$ cat config.mk
export PLATFORM = sky130hd
export DESIGN_NAME = six_joint_scurve_servo_interpolator_unit
export DESIGN_NICKNAME = d
export VERILOG_FILES = /design/src/rtl/sjsi_pkg.sv /design/src/rtl/sjsi_ctrl.sv /design/src/rtl/sjsi_dp.sv /design/src/rtl/six_joint_scurve_servo_interpolator_unit.sv
export SDC_FILE = /design/constraint.sdc
export NUM_CORES = 2
export LEC_CHECK = 0
export BUFFER_PORTS_ARGS = -buffer_cell sky130_fd_sc_hd__buf_2
export CORE_AREA = 2 2 324 454
export DETAILED_ROUTE_END_ITERATION = 8
export DIE_AREA = 0 0 326 456
export PLACE_DENSITY = 0.64
export SLEW_MARGIN = 20
export SYNTH_ARGS = -nofsm -noshare
export SYNTH_HDL_FRONTEND = slang
export SYNTH_HIERARCHICAL = 1
export SYNTH_SLANG_ARGS = --single-unit
export TNS_END_PERCENT = 30
$ cat constraint.sdc
create_clock -name i_clk -period 16.2 [get_ports i_clk]
set_input_delay 3.24 -clock i_clk [delete_from_list [all_inputs] [get_ports i_clk]]
set_output_delay 3.24 -clock i_clk [all_outputs]
set_load 0.005 [all_outputs]
$ cat src/rtl/sjsi_pkg.sv
// sjsi_pkg: shared types, constants and joint tables for the servo interpolator
// no dependencies
`default_nettype none
package sjsi_pkg;
    localparam int JOINT_COUNT = 6;
    localparam int FRAC_BITS   = 16;
    localparam int JW          = $clog2(JOINT_COUNT) > 0 ? $clog2(JOINT_COUNT) : 1;
    localparam int QW          = FRAC_BITS + 1;
    localparam int STEP_W      = 10;
    localparam int IVL_W       = 8;
    localparam int ANG_W       = 10;
    localparam int PULSE_W     = 12;
    localparam int PULSE_MIN   = 500;
    localparam int PULSE_SPAN  = 2000;
    localparam int RESET_STEPS = 160;
    localparam int RESET_IVL   = 12;
    localparam int RCP9        = 58255;
    localparam int RCP27       = 77673;

    typedef enum logic [1:0] {
        FN_TICK  = 2'd0,
        FN_START = 2'd1,
        FN_STOP  = 2'd2,
        FN_CLEAR = 2'd3
    } t_func;

    typedef enum logic [3:0] {
        ST_IDLE, ST_DIV, ST_T2, ST_T3, ST_P, ST_S, ST_JOINT, ST_PULSE, ST_OUT
    } t_state;

    typedef struct packed {
        logic div_start;
        logic mul_t2;
        logic mul_t3;
        logic mul_p;
        logic mul_s;
        logic joint_calc;
        logic pulse_calc;
        logic joint_next;
        logic step_done;
    } t_cmd;

    typedef struct packed {
        logic div_done;
        logic last_joint;
    } t_sts;

    function automatic logic signed [ANG_W-1:0] lim_lo(input logic [JW-1:0] j);
        unique case (j)
            3'd0: lim_lo = 10'sd0;
            3'd1: lim_lo = 10'sd10;
            3'd2: lim_lo = 10'sd20;
            3'd3: lim_lo = 10'sd20;
            3'd4: lim_lo = 10'sd10;
            3'd5: lim_lo = 10'sd10;
            default: lim_lo = 10'sd0;
        endcase
    endfunction

    function automatic logic signed [ANG_W-1:0] lim_hi(input logic [JW-1:0] j);
        unique case (j)
            3'd0: lim_hi = 10'sd180;
            3'd1: lim_hi = 10'sd170;
            3'd2: lim_hi = 10'sd160;
            3'd3: lim_hi = 10'sd160;
            3'd4: lim_hi = 10'sd170;
            3'd5: lim_hi = 10'sd260;
            default: lim_hi = 10'sd180;
        endcase
    endfunction

    function automatic logic signed [ANG_W-1:0] home(input logic [JW-1:0] j);
        unique case (j)
            3'd0: home = 10'sd30;
            3'd1: home = 10'sd110;
            3'd2: home = 10'sd100;
            3'd3: home = 10'sd80;
            3'd4: home = 10'sd140;
            3'd5: home = 10'sd158;
            default: home = 10'sd0;
        endcase
    endfunction

    // pulse offset = a*2000/span by reciprocal multiplication, exact for a below 512
    function automatic logic [PULSE_W-1:0] pulse_of(input logic [JW-1:0] j,
                                                    input logic [8:0] a);
        logic [16:0] x;
        logic [33:0] q;
        if (j == 3'd5) begin
            x = 17'(a) * 17'd200;
            q = (34'(x) * 34'(RCP27)) >> 21;
        end else begin
            x = 17'(a) * 17'd100;
            q = (34'(x) * 34'(RCP9)) >> 19;
        end
        pulse_of = PULSE_W'(PULSE_MIN) + PULSE_W'(q);
    endfunction
endpackage
`default_nettype wire

$ cat src/rtl/sjsi_ctrl.sv
// sjsi_ctrl: sequencer for one interpolation step
// depends on sjsi_pkg
`default_nettype none
module sjsi_ctrl (
    input  wire logic            i_clk,
    input  wire logic            i_rst_n,
    input  wire logic            i_step_go,
    input  wire logic            i_out_taken,
    input  wire sjsi_pkg::t_sts  i_sts,
    output sjsi_pkg::t_cmd       o_cmd,
    output logic                 o_busy,
    output logic                 o_out_valid
);
    sjsi_pkg::t_state r_state, n_state;

    always_ff @(posedge i_clk) begin
        if (!i_rst_n) r_state <= sjsi_pkg::ST_IDLE;
        else          r_state <= n_state;
    end

    always_comb begin
        n_state = r_state;
        unique case (r_state)
            sjsi_pkg::ST_IDLE:  if (i_step_go) n_state = sjsi_pkg::ST_DIV;
            sjsi_pkg::ST_DIV:   if (i_sts.div_done) n_state = sjsi_pkg::ST_T2;
            sjsi_pkg::ST_T2:    n_state = sjsi_pkg::ST_T3;
            sjsi_pkg::ST_T3:    n_state = sjsi_pkg::ST_P;
            sjsi_pkg::ST_P:     n_state = sjsi_pkg::ST_S;
            sjsi_pkg::ST_S:     n_state = sjsi_pkg::ST_JOINT;
            sjsi_pkg::ST_JOINT: n_state = sjsi_pkg::ST_PULSE;
            sjsi_pkg::ST_PULSE: n_state = i_sts.last_joint ? sjsi_pkg::ST_OUT
                                                           : sjsi_pkg::ST_JOINT;
            sjsi_pkg::ST_OUT:   if (i_out_taken) n_state = sjsi_pkg::ST_IDLE;
            default:            n_state = sjsi_pkg::ST_IDLE;
        endcase
    end

    always_comb begin
        o_cmd = '0;
        o_busy = (r_state != sjsi_pkg::ST_IDLE);
        o_out_valid = (r_state == sjsi_pkg::ST_OUT);
        unique case (r_state)
            sjsi_pkg::ST_IDLE:  o_cmd.div_start = i_step_go;
            sjsi_pkg::ST_T2:    o_cmd.mul_t2 = 1'b1;
            sjsi_pkg::ST_T3:    o_cmd.mul_t3 = 1'b1;
            sjsi_pkg::ST_P:     o_cmd.mul_p = 1'b1;
            sjsi_pkg::ST_S:     o_cmd.mul_s = 1'b1;
            sjsi_pkg::ST_JOINT: o_cmd.joint_calc = 1'b1;
            sjsi_pkg::ST_PULSE: begin
                o_cmd.pulse_calc = 1'b1;
                o_cmd.joint_next = 1'b1;
                o_cmd.step_done = i_sts.last_joint;
            end
            default: ;
        endcase
    end
endmodule
`default_nettype wire

$ cat src/rtl/sjsi_dp.sv
// sjsi_dp: divider, easing multiplier and per-joint blend and pulse mapping
// depends on sjsi_pkg
`default_nettype none
module sjsi_dp (
    input  wire logic                                   i_clk,
    input  wire logic                                   i_rst_n,
    input  wire sjsi_pkg::t_cmd                         i_cmd,
    input  wire logic                                   i_load,
    input  wire logic signed [sjsi_pkg::ANG_W-1:0]      i_tgt [sjsi_pkg::JOINT_COUNT],
    input  wire logic [sjsi_pkg::STEP_W-1:0]            i_step,
    input  wire logic [sjsi_pkg::STEP_W-1:0]            i_total,
    output sjsi_pkg::t_sts                              o_sts,
    output logic [sjsi_pkg::PULSE_W-1:0]                o_pulse [sjsi_pkg::JOINT_COUNT]
);
    localparam int F  = sjsi_pkg::FRAC_BITS;
    localparam int QW = sjsi_pkg::QW;
    localparam int NW = sjsi_pkg::STEP_W + F + 1;
    localparam int DW = sjsi_pkg::STEP_W;
    localparam int CW = $clog2(NW + 1);
    localparam int JW = sjsi_pkg::JW;
    localparam int AW = sjsi_pkg::ANG_W;

    logic signed [AW-1:0] r_cur [sjsi_pkg::JOINT_COUNT];
    logic signed [AW-1:0] r_start [sjsi_pkg::JOINT_COUNT];
    logic signed [AW-1:0] r_tg [sjsi_pkg::JOINT_COUNT];
    logic [NW-1:0] r_quo;
    logic [DW:0]   r_rem;
    logic [CW-1:0] r_cnt;
    logic          r_div_busy, r_full;
    logic [QW-1:0] r_t, r_t2, r_t3, r_s;
    logic [QW+3:0] r_p;
    logic [JW-1:0] r_j;
    logic signed [AW-1:0] r_ang;

    logic [DW:0]  n_rem;
    logic [2*QW+3:0] w_ts, w_6tt;
    logic [QW+3:0] w_p;
    logic signed [AW:0] w_d;
    logic [AW:0]  w_ad;
    logic [AW+QW:0] w_m;
    logic [8:0]   w_clamp;
    logic signed [AW-1:0] w_cl;

    assign n_rem = {r_rem[DW-1:0], r_quo[NW-1]};
    assign o_sts.div_done = r_div_busy && (r_cnt == '0);
    assign o_sts.last_joint = (r_j == JW'(sjsi_pkg::JOINT_COUNT - 1));

    always_ff @(posedge i_clk) begin
        if (!i_rst_n) begin
            r_div_busy <= 1'b0;
            r_j <= '0;
            for (int j = 0; j < sjsi_pkg::JOINT_COUNT; j++)
                r_cur[j] <= sjsi_pkg::home(JW'(j));
        end else begin
            if (i_load) begin
                for (int j = 0; j < sjsi_pkg::JOINT_COUNT; j++) begin
                    r_start[j] <= r_cur[j];
                    r_tg[j] <= i_tgt[j];
                end
            end
            // restoring division, one quotient bit a cycle
            if (i_cmd.div_start) begin
                r_full <= ({1'b0, i_step} + 11'd1) >= {1'b0, i_total};
                r_quo <= NW'({i_step + 10'd1, F'(0)});
                r_rem <= '0;
                r_cnt <= CW'(NW);
                r_div_busy <= 1'b1;
            end else if (r_div_busy) begin
                if (r_cnt == '0) begin
                    r_div_busy <= 1'b0;
                    r_t <= r_full ? QW'(1 << F) : r_quo[QW-1:0];
                end else begin
                    r_cnt <= r_cnt - 1'b1;
                    if (n_rem >= {1'b0, i_total}) begin
                        r_rem <= n_rem - {1'b0, i_total};
                        r_quo <= {r_quo[NW-2:0], 1'b1};
                    end else begin
                        r_rem <= n_rem;
                        r_quo <= {r_quo[NW-2:0], 1'b0};
                    end
                end
            end
            if (i_cmd.mul_t2) r_t2 <= QW'(w_ts >> F);
            if (i_cmd.mul_t3) r_t3 <= QW'(w_ts >> F);
            if (i_cmd.mul_p)  r_p <= w_p;
            if (i_cmd.mul_s) begin
                r_s <= ((w_ts >> F) > (2*QW+4)'(1 << F)) ? QW'(1 << F) : QW'(w_ts >> F);
                r_j <= '0;
            end
            if (i_cmd.joint_calc) begin
                r_ang <= w_cl;
                r_cur[r_j] <= w_cl;
            end
            if (i_cmd.pulse_calc) o_pulse[r_j] <= sjsi_pkg::pulse_of(r_j, w_clamp);
            if (i_cmd.joint_next && !o_sts.last_joint) r_j <= r_j + 1'b1;
        end
    end

    // shared multiplier operands
    always_comb begin
        if (i_cmd.mul_t2)      w_ts = (2*QW+4)'(r_t) * (2*QW+4)'(r_t);
        else if (i_cmd.mul_t3) w_ts = (2*QW+4)'(r_t2) * (2*QW+4)'(r_t);
        else                   w_ts = (2*QW+4)'(r_t3) * (2*QW+4)'(r_p);
    end
    // 6*t*t taken in full before the shift keeps the truncation of 6*t*t>>F
    assign w_6tt = ((2*QW+4)'(r_t) * (2*QW+4)'(r_t)) * (2*QW+4)'(6);
    assign w_p = (QW+4)'(w_6tt >> F) + (QW+4)'(10 << F) - (QW+4)'(r_t) * (QW+4)'(15);

    always_comb begin
        w_d  = (AW+1)'(r_tg[r_j]) - (AW+1)'(r_start[r_j]);
        w_ad = w_d[AW] ? (AW+1)'(-w_d) : (AW+1)'(w_d);
        w_m  = ((AW+QW+1)'(w_ad) * (AW+QW+1)'(r_s)) >> F;
        w_cl = w_d[AW] ? AW'(r_start[r_j] - AW'(w_m)) : AW'(r_start[r_j] + AW'(w_m));
        if (r_ang < sjsi_pkg::lim_lo(r_j))      w_clamp = 9'(sjsi_pkg::lim_lo(r_j));
        else if (r_ang > sjsi_pkg::lim_hi(r_j)) w_clamp = 9'(sjsi_pkg::lim_hi(r_j));
        else                                    w_clamp = 9'(r_ang);
    end
endmodule
`default_nettype wire

$ cat src/rtl/six_joint_scurve_servo_interpolator_unit.sv
// six_joint_scurve_servo_interpolator_unit: top level, command decode and move state
// depends on sjsi_pkg, sjsi_ctrl, sjsi_dp
//
// channel | direction | handshake            | word
// in      | input     | i_valid / o_stall    | func, six targets, steps, interval
// out     | output    | o_valid / i_stall    | six pulses, still_moving
//
// a tick that triggers a step holds the input while the bit-serial divider, the easing
// steps t2, t3, p and s, the blend and pulse of each joint and the result word run
// in turn; an output stall lengthens the hold
// other words do not hold the input; input stalls while a step is in flight or waiting
// reset is synchronous, active low; pose returns to the home position
`default_nettype none
module six_joint_scurve_servo_interpolator_unit (
    input  wire logic                               i_clk,
    input  wire logic                               i_rst_n,
    input  wire logic                               i_valid,
    output logic                                    o_stall,
    input  wire logic [1:0]                         i_func,
    input  wire logic signed [sjsi_pkg::ANG_W-1:0]  i_target_gripper,
    input  wire logic signed [sjsi_pkg::ANG_W-1:0]  i_target_wrist_roll,
    input  wire logic signed [sjsi_pkg::ANG_W-1:0]  i_target_shoulder,
    input  wire logic signed [sjsi_pkg::ANG_W-1:0]  i_target_elbow,
    input  wire logic signed [sjsi_pkg::ANG_W-1:0]  i_target_wrist_pitch,
    input  wire logic signed [sjsi_pkg::ANG_W-1:0]  i_target_base,
    input  wire logic [sjsi_pkg::STEP_W-1:0]        i_move_steps,
    input  wire logic [sjsi_pkg::IVL_W-1:0]         i_step_interval_ms,
    output logic                                    o_valid,
    input  wire logic                               i_stall,
    output logic [sjsi_pkg::PULSE_W-1:0]            o_pulse_gripper,
    output logic [sjsi_pkg::PULSE_W-1:0]            o_pulse_wrist_roll,
    output logic [sjsi_pkg::PULSE_W-1:0]            o_pulse_shoulder,
    output logic [sjsi_pkg::PULSE_W-1:0]            o_pulse_elbow,
    output logic [sjsi_pkg::PULSE_W-1:0]            o_pulse_wrist_pitch,
    output logic [sjsi_pkg::PULSE_W-1:0]            o_pulse_base,
    output logic                                    o_still_moving
);
    logic [sjsi_pkg::STEP_W-1:0] r_step, r_total;
    logic [sjsi_pkg::IVL_W-1:0]  r_ivl, r_tick;
    logic r_moving, r_stop;
    logic w_acc, w_go, w_load, w_busy;
    logic [sjsi_pkg::IVL_W-1:0] w_tick1;
    logic [sjsi_pkg::STEP_W-1:0] w_step1;
    logic signed [sjsi_pkg::ANG_W-1:0] w_tgt [sjsi_pkg::JOINT_COUNT];
    logic [sjsi_pkg::PULSE_W-1:0] w_pulse [sjsi_pkg::JOINT_COUNT];
    sjsi_pkg::t_cmd w_cmd;
    sjsi_pkg::t_sts w_sts;
    sjsi_pkg::t_func w_func;

    assign w_func = sjsi_pkg::t_func'(i_func);
    assign o_stall = w_busy;
    assign w_acc = i_valid && !w_busy;
    assign w_tick1 = r_tick + 1'b1;
    assign w_go = w_acc && (w_func == sjsi_pkg::FN_TICK) && r_moving && !r_stop
                  && (w_tick1 >= r_ivl);
    assign w_load = w_acc && (w_func == sjsi_pkg::FN_START) && !r_stop;
    assign w_step1 = r_step + 1'b1;
    assign w_tgt[0] = i_target_gripper;
    assign w_tgt[1] = i_target_wrist_roll;
    assign w_tgt[2] = i_target_shoulder;
    assign w_tgt[3] = i_target_elbow;
    assign w_tgt[4] = i_target_wrist_pitch;
    assign w_tgt[5] = i_target_base;

    always_ff @(posedge i_clk) begin
        if (!i_rst_n) begin
            r_step <= '0;
            r_total <= sjsi_pkg::STEP_W'(sjsi_pkg::RESET_STEPS);
            r_ivl <= sjsi_pkg::IVL_W'(sjsi_pkg::RESET_IVL);
            r_tick <= '0;
            r_moving <= 1'b0;
            r_stop <= 1'b0;
            o_still_moving <= 1'b0;
        end else begin
            if (w_acc) begin
                unique case (w_func)
                    sjsi_pkg::FN_START: if (!r_stop) begin
                        r_total <= i_move_steps;
                        r_ivl <= i_step_interval_ms;
                        r_step <= '0;
                        r_tick <= '0;
                        r_moving <= 1'b1;
                    end
                    sjsi_pkg::FN_STOP: begin
                        r_stop <= 1'b1;
                        r_moving <= 1'b0;
                    end
                    sjsi_pkg::FN_CLEAR: r_stop <= 1'b0;
                    sjsi_pkg::FN_TICK: if (r_moving && !r_stop) begin
                        r_tick <= (w_tick1 >= r_ivl) ? '0 : w_tick1;
                    end
                    default: ;
                endcase
            end
            if (w_cmd.step_done) begin
                r_step <= w_step1;
                r_moving <= !(w_step1 >= r_total);
                o_still_moving <= !(w_step1 >= r_total);
            end
        end
    end

    sjsi_ctrl u_ctrl (
        .i_clk(i_clk), .i_rst_n(i_rst_n), .i_step_go(w_go),
        .i_out_taken(!i_stall), .i_sts(w_sts), .o_cmd(w_cmd),
        .o_busy(w_busy), .o_out_valid(o_valid)
    );

    sjsi_dp u_dp (
        .i_clk(i_clk), .i_rst_n(i_rst_n), .i_cmd(w_cmd), .i_load(w_load),
        .i_tgt(w_tgt), .i_step(r_step), .i_total(r_total),
        .o_sts(w_sts), .o_pulse(w_pulse)
    );

    assign o_pulse_gripper = w_pulse[0];
    assign o_pulse_wrist_roll = w_pulse[1];
    assign o_pulse_shoulder = w_pulse[2];
    assign o_pulse_elbow = w_pulse[3];
    assign o_pulse_wrist_pitch = w_pulse[4];
    assign o_pulse_base = w_pulse[5];
endmodule
`default_nettype wire

Word level (Yosys, flattened, before mapping)
Memory sizes are Yosys's and may differ from the RTL's. A register that Yosys moved wholly into a read port is not among the register bits.
Cells that the tools add are included.
{"block": "classes", "addsub": 13, "n_reduce_logical": 45, "mux": 74, "mul": 10, "magnitude_cmp": 9, "n_bitwise": 3, "n_eq_ne": 24}
{"cell": "$mux W10", "n": 16}
{"cell": "$mux W38", "n": 2}
{"cell": "$bwmux W72", "n": 1}
{"cell": "$mul A17 B17 Y34", "n": 2}
{"cell": "$mux W27", "n": 2}
{"cell": "$mux W12", "n": 4}
{"cell": "$mul A17 B21 Y38", "n": 1}
{"cell": "$demux W12 S3", "n": 1}
{"cell": "$mul A34 B2 Y36 const B", "n": 1}
{"cell": "$pmux W4 S9", "n": 1}
{"cell": "$mul A14 B17 Y30 const B", "n": 1}
{"cell": "$mul A14 B16 Y29 const B", "n": 1}
{"cell": "$mul A9 B5 Y14 const B", "n": 2}
{"cell": "$pmux W9 S3", "n": 1}
{"cell": "$mul A11 B17 Y26", "n": 1}
{"cell": "$mux W26", "n": 1}
{"cell": "$mux W3", "n": 8}
{"cell": "$mux W8", "n": 3}
{"cell": "$ge A11 B10 Y1", "n": 2}
{"cell": "$gt A22 B17 Y1 const B", "n": 1}
{"cell": "$add A21 B20 Y21 const B", "n": 1}
{"cell": "$mul A17 B4 Y21 const B", "n": 1}
{"cell": "$mux W1", "n": 21}
{"cell": "$sub A21 B21 Y21", "n": 1}
{"cell": "other kinds (51)", "n": 102}
{"block": "word_totals", "ramBits": 180, "mem_count": 3, "regBits": 261, "elab_cells": 208}
{"memory": "u_dp.r_cur", "depth": 6, "width": 10, "rd": 6, "rd_clocked_by_memory_dff": 0, "write_ports": 6, "line": "sjsi_dp.sv:23", "rtl": "logic signed [AW-1:0] r_cur [sjsi_pkg::JOINT_COUNT];"}
{"memory": "u_dp.r_start", "depth": 6, "width": 10, "rd": 1, "rd_clocked_by_memory_dff": 1, "write_ports": 6, "line": "sjsi_dp.sv:24", "rtl": "logic signed [AW-1:0] r_start [sjsi_pkg::JOINT_COUNT];"}
{"memory": "u_dp.r_tg", "depth": 6, "width": 10, "rd": 1, "rd_clocked_by_memory_dff": 1, "write_ports": 6, "line": "sjsi_dp.sv:25", "rtl": "logic signed [AW-1:0] r_tg [sjsi_pkg::JOINT_COUNT];"}

Longest topological paths before layout
{"block": "logic_depth", "word_depth": 15, "mapped_depth": 62, "ltp_nobuf": 59}

Modules after synthesis
The synthesis kept the hierarchy.
{"mod": "sjsi_dp", "area_each_um2": 61865.6, "seq_area_each_um2": 11971.5, "instances": 1, "cells_each": 6181}
{"mod": "six_joint_scurve_servo_interpolator_unit", "area_each_um2": 2419.8, "seq_area_each_um2": 780.7, "instances": 1, "cells_each": 290}
{"mod": "sjsi_ctrl", "area_each_um2": 331.6, "seq_area_each_um2": 80.1, "instances": 1, "cells_each": 43}

Worst setup path before layout
No wires, ideal clock.
{"block": "synth_path", "kind": "register to register", "start": "register u_dp.r_j[2]", "end": "register u_dp/o_pulse[11] in the netlist's numbering (data pin)", "stages_incl_launch_ff": 53, "required_time_ps": 15917, "path_slack_ps": 3726, "setup_ps": 283, "t_arrival_ps": 12191, "cell_sequence": "dfxtp_1 -> clkbuf_1 -> clkinv_1 -> ha_1 -> a21oi_1 -> and2_1 -> nor2_1 -> ha_1 -> nor2b_1 -> o21a_1 -> o21a_1 -> o21ai_0 -> a21boi_0 -> o21ai_0 -> nand2b_1 -> inv_1 -> nor3_1 -> clkbuf_1 -> (+17 left out) -> fa_1 -> fa_1 -> inv_1 -> fa_1 -> fa_1 -> ha_1 -> o21a_1 -> o211ai_1 -> o211a_1 -> o31ai_1 -> a21oi_1 -> a21oi_1 -> o41a_1 -> xor2_1 -> mux2i_1 -> and3_1 -> a211oi_1 -> xnor2_1"}
{"block": "synth_via", "elab_chain_len": 14}
{"element": "start, declared", "line": "sjsi_dp.sv:32", "rtl": "logic [JW-1:0] r_j;"}
{"element": "start signal, assigned", "line": "sjsi_dp.sv:95", "rtl": "if (i_cmd.joint_next && !o_sts.last_joint) r_j <= r_j + 1'b1;"}
{"element": "$eq A3 B1 Y1, or another cell as far along", "line": "sjsi_pkg.sv:49, sjsi_pkg.sv:61"}
{"element": "$reduce_or A2 Y1 (no source line)"}
{"element": "$pmux W9 S3", "line": "sjsi_pkg.sv:61", "rtl": "unique case (j)"}
{"element": "$mux W10", "line": "sjsi_dp.sv:114", "rtl": "if (r_ang < sjsi_pkg::lim_lo(r_j)) w_clamp = 9'(sjsi_pkg::lim_lo(r_j));"}
{"element": "$gt A10 B10 Y1", "line": "sjsi_dp.sv:115", "rtl": "else if (r_ang > sjsi_pkg::lim_hi(r_j)) w_clamp = 9'(sjsi_pkg::lim_hi(r_j));"}
{"element": "$mux W9", "line": "sjsi_dp.sv:115"}
{"element": "$mux W9", "line": "sjsi_dp.sv:114"}
{"element": "$mul A9 B5 Y14", "line": "sjsi_pkg.sv:90, sjsi_pkg.sv:93"}
{"element": "$mul A14 B17 Y30 or $mul A14 B16 Y29 (tied branches)", "line": "sjsi_pkg.sv:91, sjsi_pkg.sv:94"}
{"element": "$mux W12", "line": "sjsi_pkg.sv:89", "rtl": "if (j == 3'd5) begin"}
{"element": "$mux W12", "line": "sjsi_dp.sv:94", "rtl": "if (i_cmd.pulse_calc) o_pulse[r_j] <= sjsi_pkg::pulse_of(r_j, w_clamp);"}
{"element": "$mux W12", "line": "sjsi_dp.sv:49", "rtl": "if (!i_rst_n) begin"}
{"element": "$add A9 B12 Y12", "line": "sjsi_pkg.sv:96", "rtl": "pulse_of = PULSE_W'(PULSE_MIN) + PULSE_W'(q);"}
{"element": "$bwmux W72 (*)", "line": "sjsi_dp.sv:94"}
{"element": "end signal, assigned by index", "line": "sjsi_dp.sv:94"}
{"element": "end, declared", "line": "sjsi_dp.sv:13", "rtl": "output logic [sjsi_pkg::PULSE_W-1:0] o_pulse [sjsi_pkg::JOINT_COUNT]"}
Every way passes the cells marked *; elsewhere a longest branch is shown, timed or not. The select of a mux whose other input is x is not followed.
A chain may end at the register's enable or synchronous reset.

==> flow_summary.toml <==
[synthesis]
synth_edf_count = 394
synth_area_per_cell_um2 = 9.92
synthFlopType = "edfxtp_1"
synth_fp_nets = 8399
syn_inst = 6514
synth_seq_cells = 444
netlist_area_um2 = 64600
synthArstFlopShare_pct = 0
synth_warnings = 6
synth_cell_types = 107
yosysSeqAreaShare_pct = 19.9

[die]
fp-row-count = 165
ios = 159
die_width_um = 326
fp.dieH_um = 456
start_util_pct = 44.8
dieArea_um2 = 149000
core-area_um2 = 144000

[global_route]
antenna_found_initial = 4
grt_pass1_vias = 48700
grt_pass1_wl_um = 255000
grt_usage_pct = 21.6
grt_start_max_net_pins = 81
overflow = 0

[timing]
finalHoldViolCount = 0
setup_violations = 0
setup_tns_ps = 0
relSlewSlack_pct = 29.7
final_max_slew_viol_count = 0
grt_setup_unrepaired = "false"
max_freq_mhz = 67.4
fin_crit_ps = 14830
finalCritPeriodShare_pct = 91.5
tightest_slew_ps = 1050
skew_ps = 41.1

[place]
hpwl_um = 125000
port-buffer-count = 158
dp.cells = 8443
gp_congestion = 0.905

[worst_setup_path]
cp.arrival_ps = 15190
cp-start-kind = "flip-flop"
r2r-start = "u_dp/r_j[1]$_SDFFE_PN0N_"
r2r_slack_ps = 1370
slowest_stage = "nor3_1"
worstPathMaxFanout = 17
crit_type = "reg2reg"
end_kind = "flip-flop"
max_stage_delay_ps = 770
cp.required_ps = 16560
worst_path_most_repeated_cell = "inv_1"
worstSetupStartpoint = "u_dp/r_j[1]$_SDFFE_PN0N_"

[power_and_ir_drop]
power_density_nw_per_um2 = 63.3
leakage_uw = 0.0332
p_total_uw = 4370
clkPwrFrac_pct = 24.8
combPwrFrac_pct = 45.3
cell_internal_pwr_uw = 2590
sw_frac_of_total_pct = 40.7
power_switching_uw = 1780
seq_power_share_pct = 29.9
irDropWorstVdd_mv = 0.218

[clock_tree]
cts_buffers = 45
hold_buffers = 0
cts_tree = "built"
cts_post_setup_buffers_inserted = 0
clock_latency_ps = 630
cts_root_buffer = "clkbuf_16"
ctsLongestPathBuffers = 3
post_cts_resized = 0
clkTransAtPathRegs_ps = 70
h-tree-depth = 2
clock-sinks = 444

[layout]
drive_gt1_share_pct = 5.95
stdcell_count = 8528
area_delta_synth_final_pct = 6.84
nets = 8455

[route]
drt_iter0_markers = 2331
first_pass_iters = 5
drc = 0
drt_wl_total_um = 158000
wl_per_cell_um = 18.6
vias = 44800
antenna_left = 0
vias_per_cell = 5.26

[worst_hold_path]
min-delay-start = "u_dp/r_cur[1][0]$_SDFFCE_PN0P_"
min_path_type = "reg2reg"

[flow_run]
drv_cap = 0

[outcome]
status = "completed"
## worst max-delay path, delay by kind of cell, from the launching register on
kind | cells | cell delay, ps
buf+inv | 9 | 1580
flops | 1 | 550
compound gates | 19 | 3500
simple gates | 11 | 3060
xor+xnor | 2 | 780
fa+ha+maj | 13 | 5030
## stage by stage
step / setup WS, ps / instance area, um^2 / util, % / hold slack, ps
after global placement: 1550 / 67500 / 46.8 / 400
after floorplan: 3730 / 64600 / - / 400
after detailed placement: 1460 / 67500 / 46.8 / 405
after CTS: 1390 / 69000 / 47.8 / 418
after global routing: 194 / 69000 / 47.8 / 423
final: 1370 / 69000 / 47.8 / 419
## cell families after synthesis
logic type / count (synthesis) / synth area share [%]
buffers and inverters: 1610 / 9.44
flip-flops: 444 / 19.9
adder cells (fa/ha/maj): 1801 / 46.7
AO/OA/AOI/OAI: 619 / 6.64
multiplexers: 76 / 1.62
AND/OR/NAND/NOR: 1754 / 12.9
XOR/XNOR: 210 / 2.86
## placed cells by master, fill, tap and decap left out, types with 25 or more instances in the layout
cell type     n
o211ai_1     25
inv_1      1384
o21a_1       35
edfxtp_1    394
nand2_1     808
mux2i_1      42
ha_1        781
buf_4        68
a21o_1       79
nand2b_1     59
a211oi_1     30
nand3_1      58
a21oi_1     152
xnor2_1     145
nor2_1      267
fa_1       1020
o21ai_0      84
and2_1      230
and3_1       31
buf_2       158
nor2b_1     118
xor2_1       61
nor3_1       54
clkbuf_16    45
dfxtp_1      49
## layer usage
metal | vias up | GRT usage [%] | wire length (um)
li1 | 20600 | - | -
met1 | 22900 | 24.6 | 59900
met2 | 1005 | 41.6 | 86600
met3 | 342 | 1.89 | 5700
met4 | 2 | 7.91 | 6140
met5 | - | 0 | 13
## synth_stat cells, drive strengths merged (24+ instances only)
cell	number	area, um^2
a211oi	32	258
a21boi	33	248
a21o	79	593
a21oi	153	769
and2	231	1450
and3	31	194
clkbuf	199	747
dfxtp	50	1000
edfxtp	394	11800
fa	1020	20400
ha	781	9770
inv	1388	5210
mux2i	43	443
nand2	809	3040
nand2b	59	369
nand3	58	290
nand4	24	150
nor2	267	1000
nor2b	118	738
nor3	59	305
o211ai	26	200
o21a	36	270
o21ai	99	503
xnor2	149	1310
xor2	61	534
## cell type report
| class | instances | area (um^2) |
|---|---|---|
| fillers | 13500 | 75300 |
| multi-input cells | 4460 | 45700 |
| flip-flops and latches | 444 | 12800 |
| inverters | 1393 | 5230 |
| well taps | 1920 | 2400 |
| repair buffers | 226 | 1300 |
| clock buffers | 54 | 1180 |
| clock inverters | 28 | 338 |
| diodes | 3 | 7.51 |
## worst paths after layout
check / to / cells after the start
min: u_dp/r_start[1][0]$_DFFE_PP_ / 0
max reg2reg: u_dp/o_pulse[10]$_DFFE_PP_ / 54
max: u_dp/o_pulse[10]$_DFFE_PP_ / 54
min reg2reg: u_dp/r_start[1][0]$_DFFE_PP_ / 0
## sequential cells by signal, summed over array words and instances, names as in the netlist, 10 cells and up, named ones only
signal        flops
u_dp/r_t3        17
u_dp/o_pulse     72
u_dp/r_t         17
u_dp/r_quo       27
u_dp/r_tg        60
u_dp/r_t2        17
r_step           10
r_total          10
u_dp/r_ang       10
u_dp/r_s         17
u_dp/r_rem       10
u_dp/r_p         21
u_dp/r_cur       60
u_dp/r_start     60
## power by group through the flow
stage / logic [uW] / clock network (uW) / registers, uW
floorplan: 1390 / 0 / 1330
global placement: 1960 / 0 / 1330
detailed placement: 1990 / 0 / 1330
CTS: 2000 / 1110 / 1310
global route: 2230 / 1150 / 1310
finish: 1980 / 1080 / 1310
Note: power is estimated with default switching activity, not from simulation.
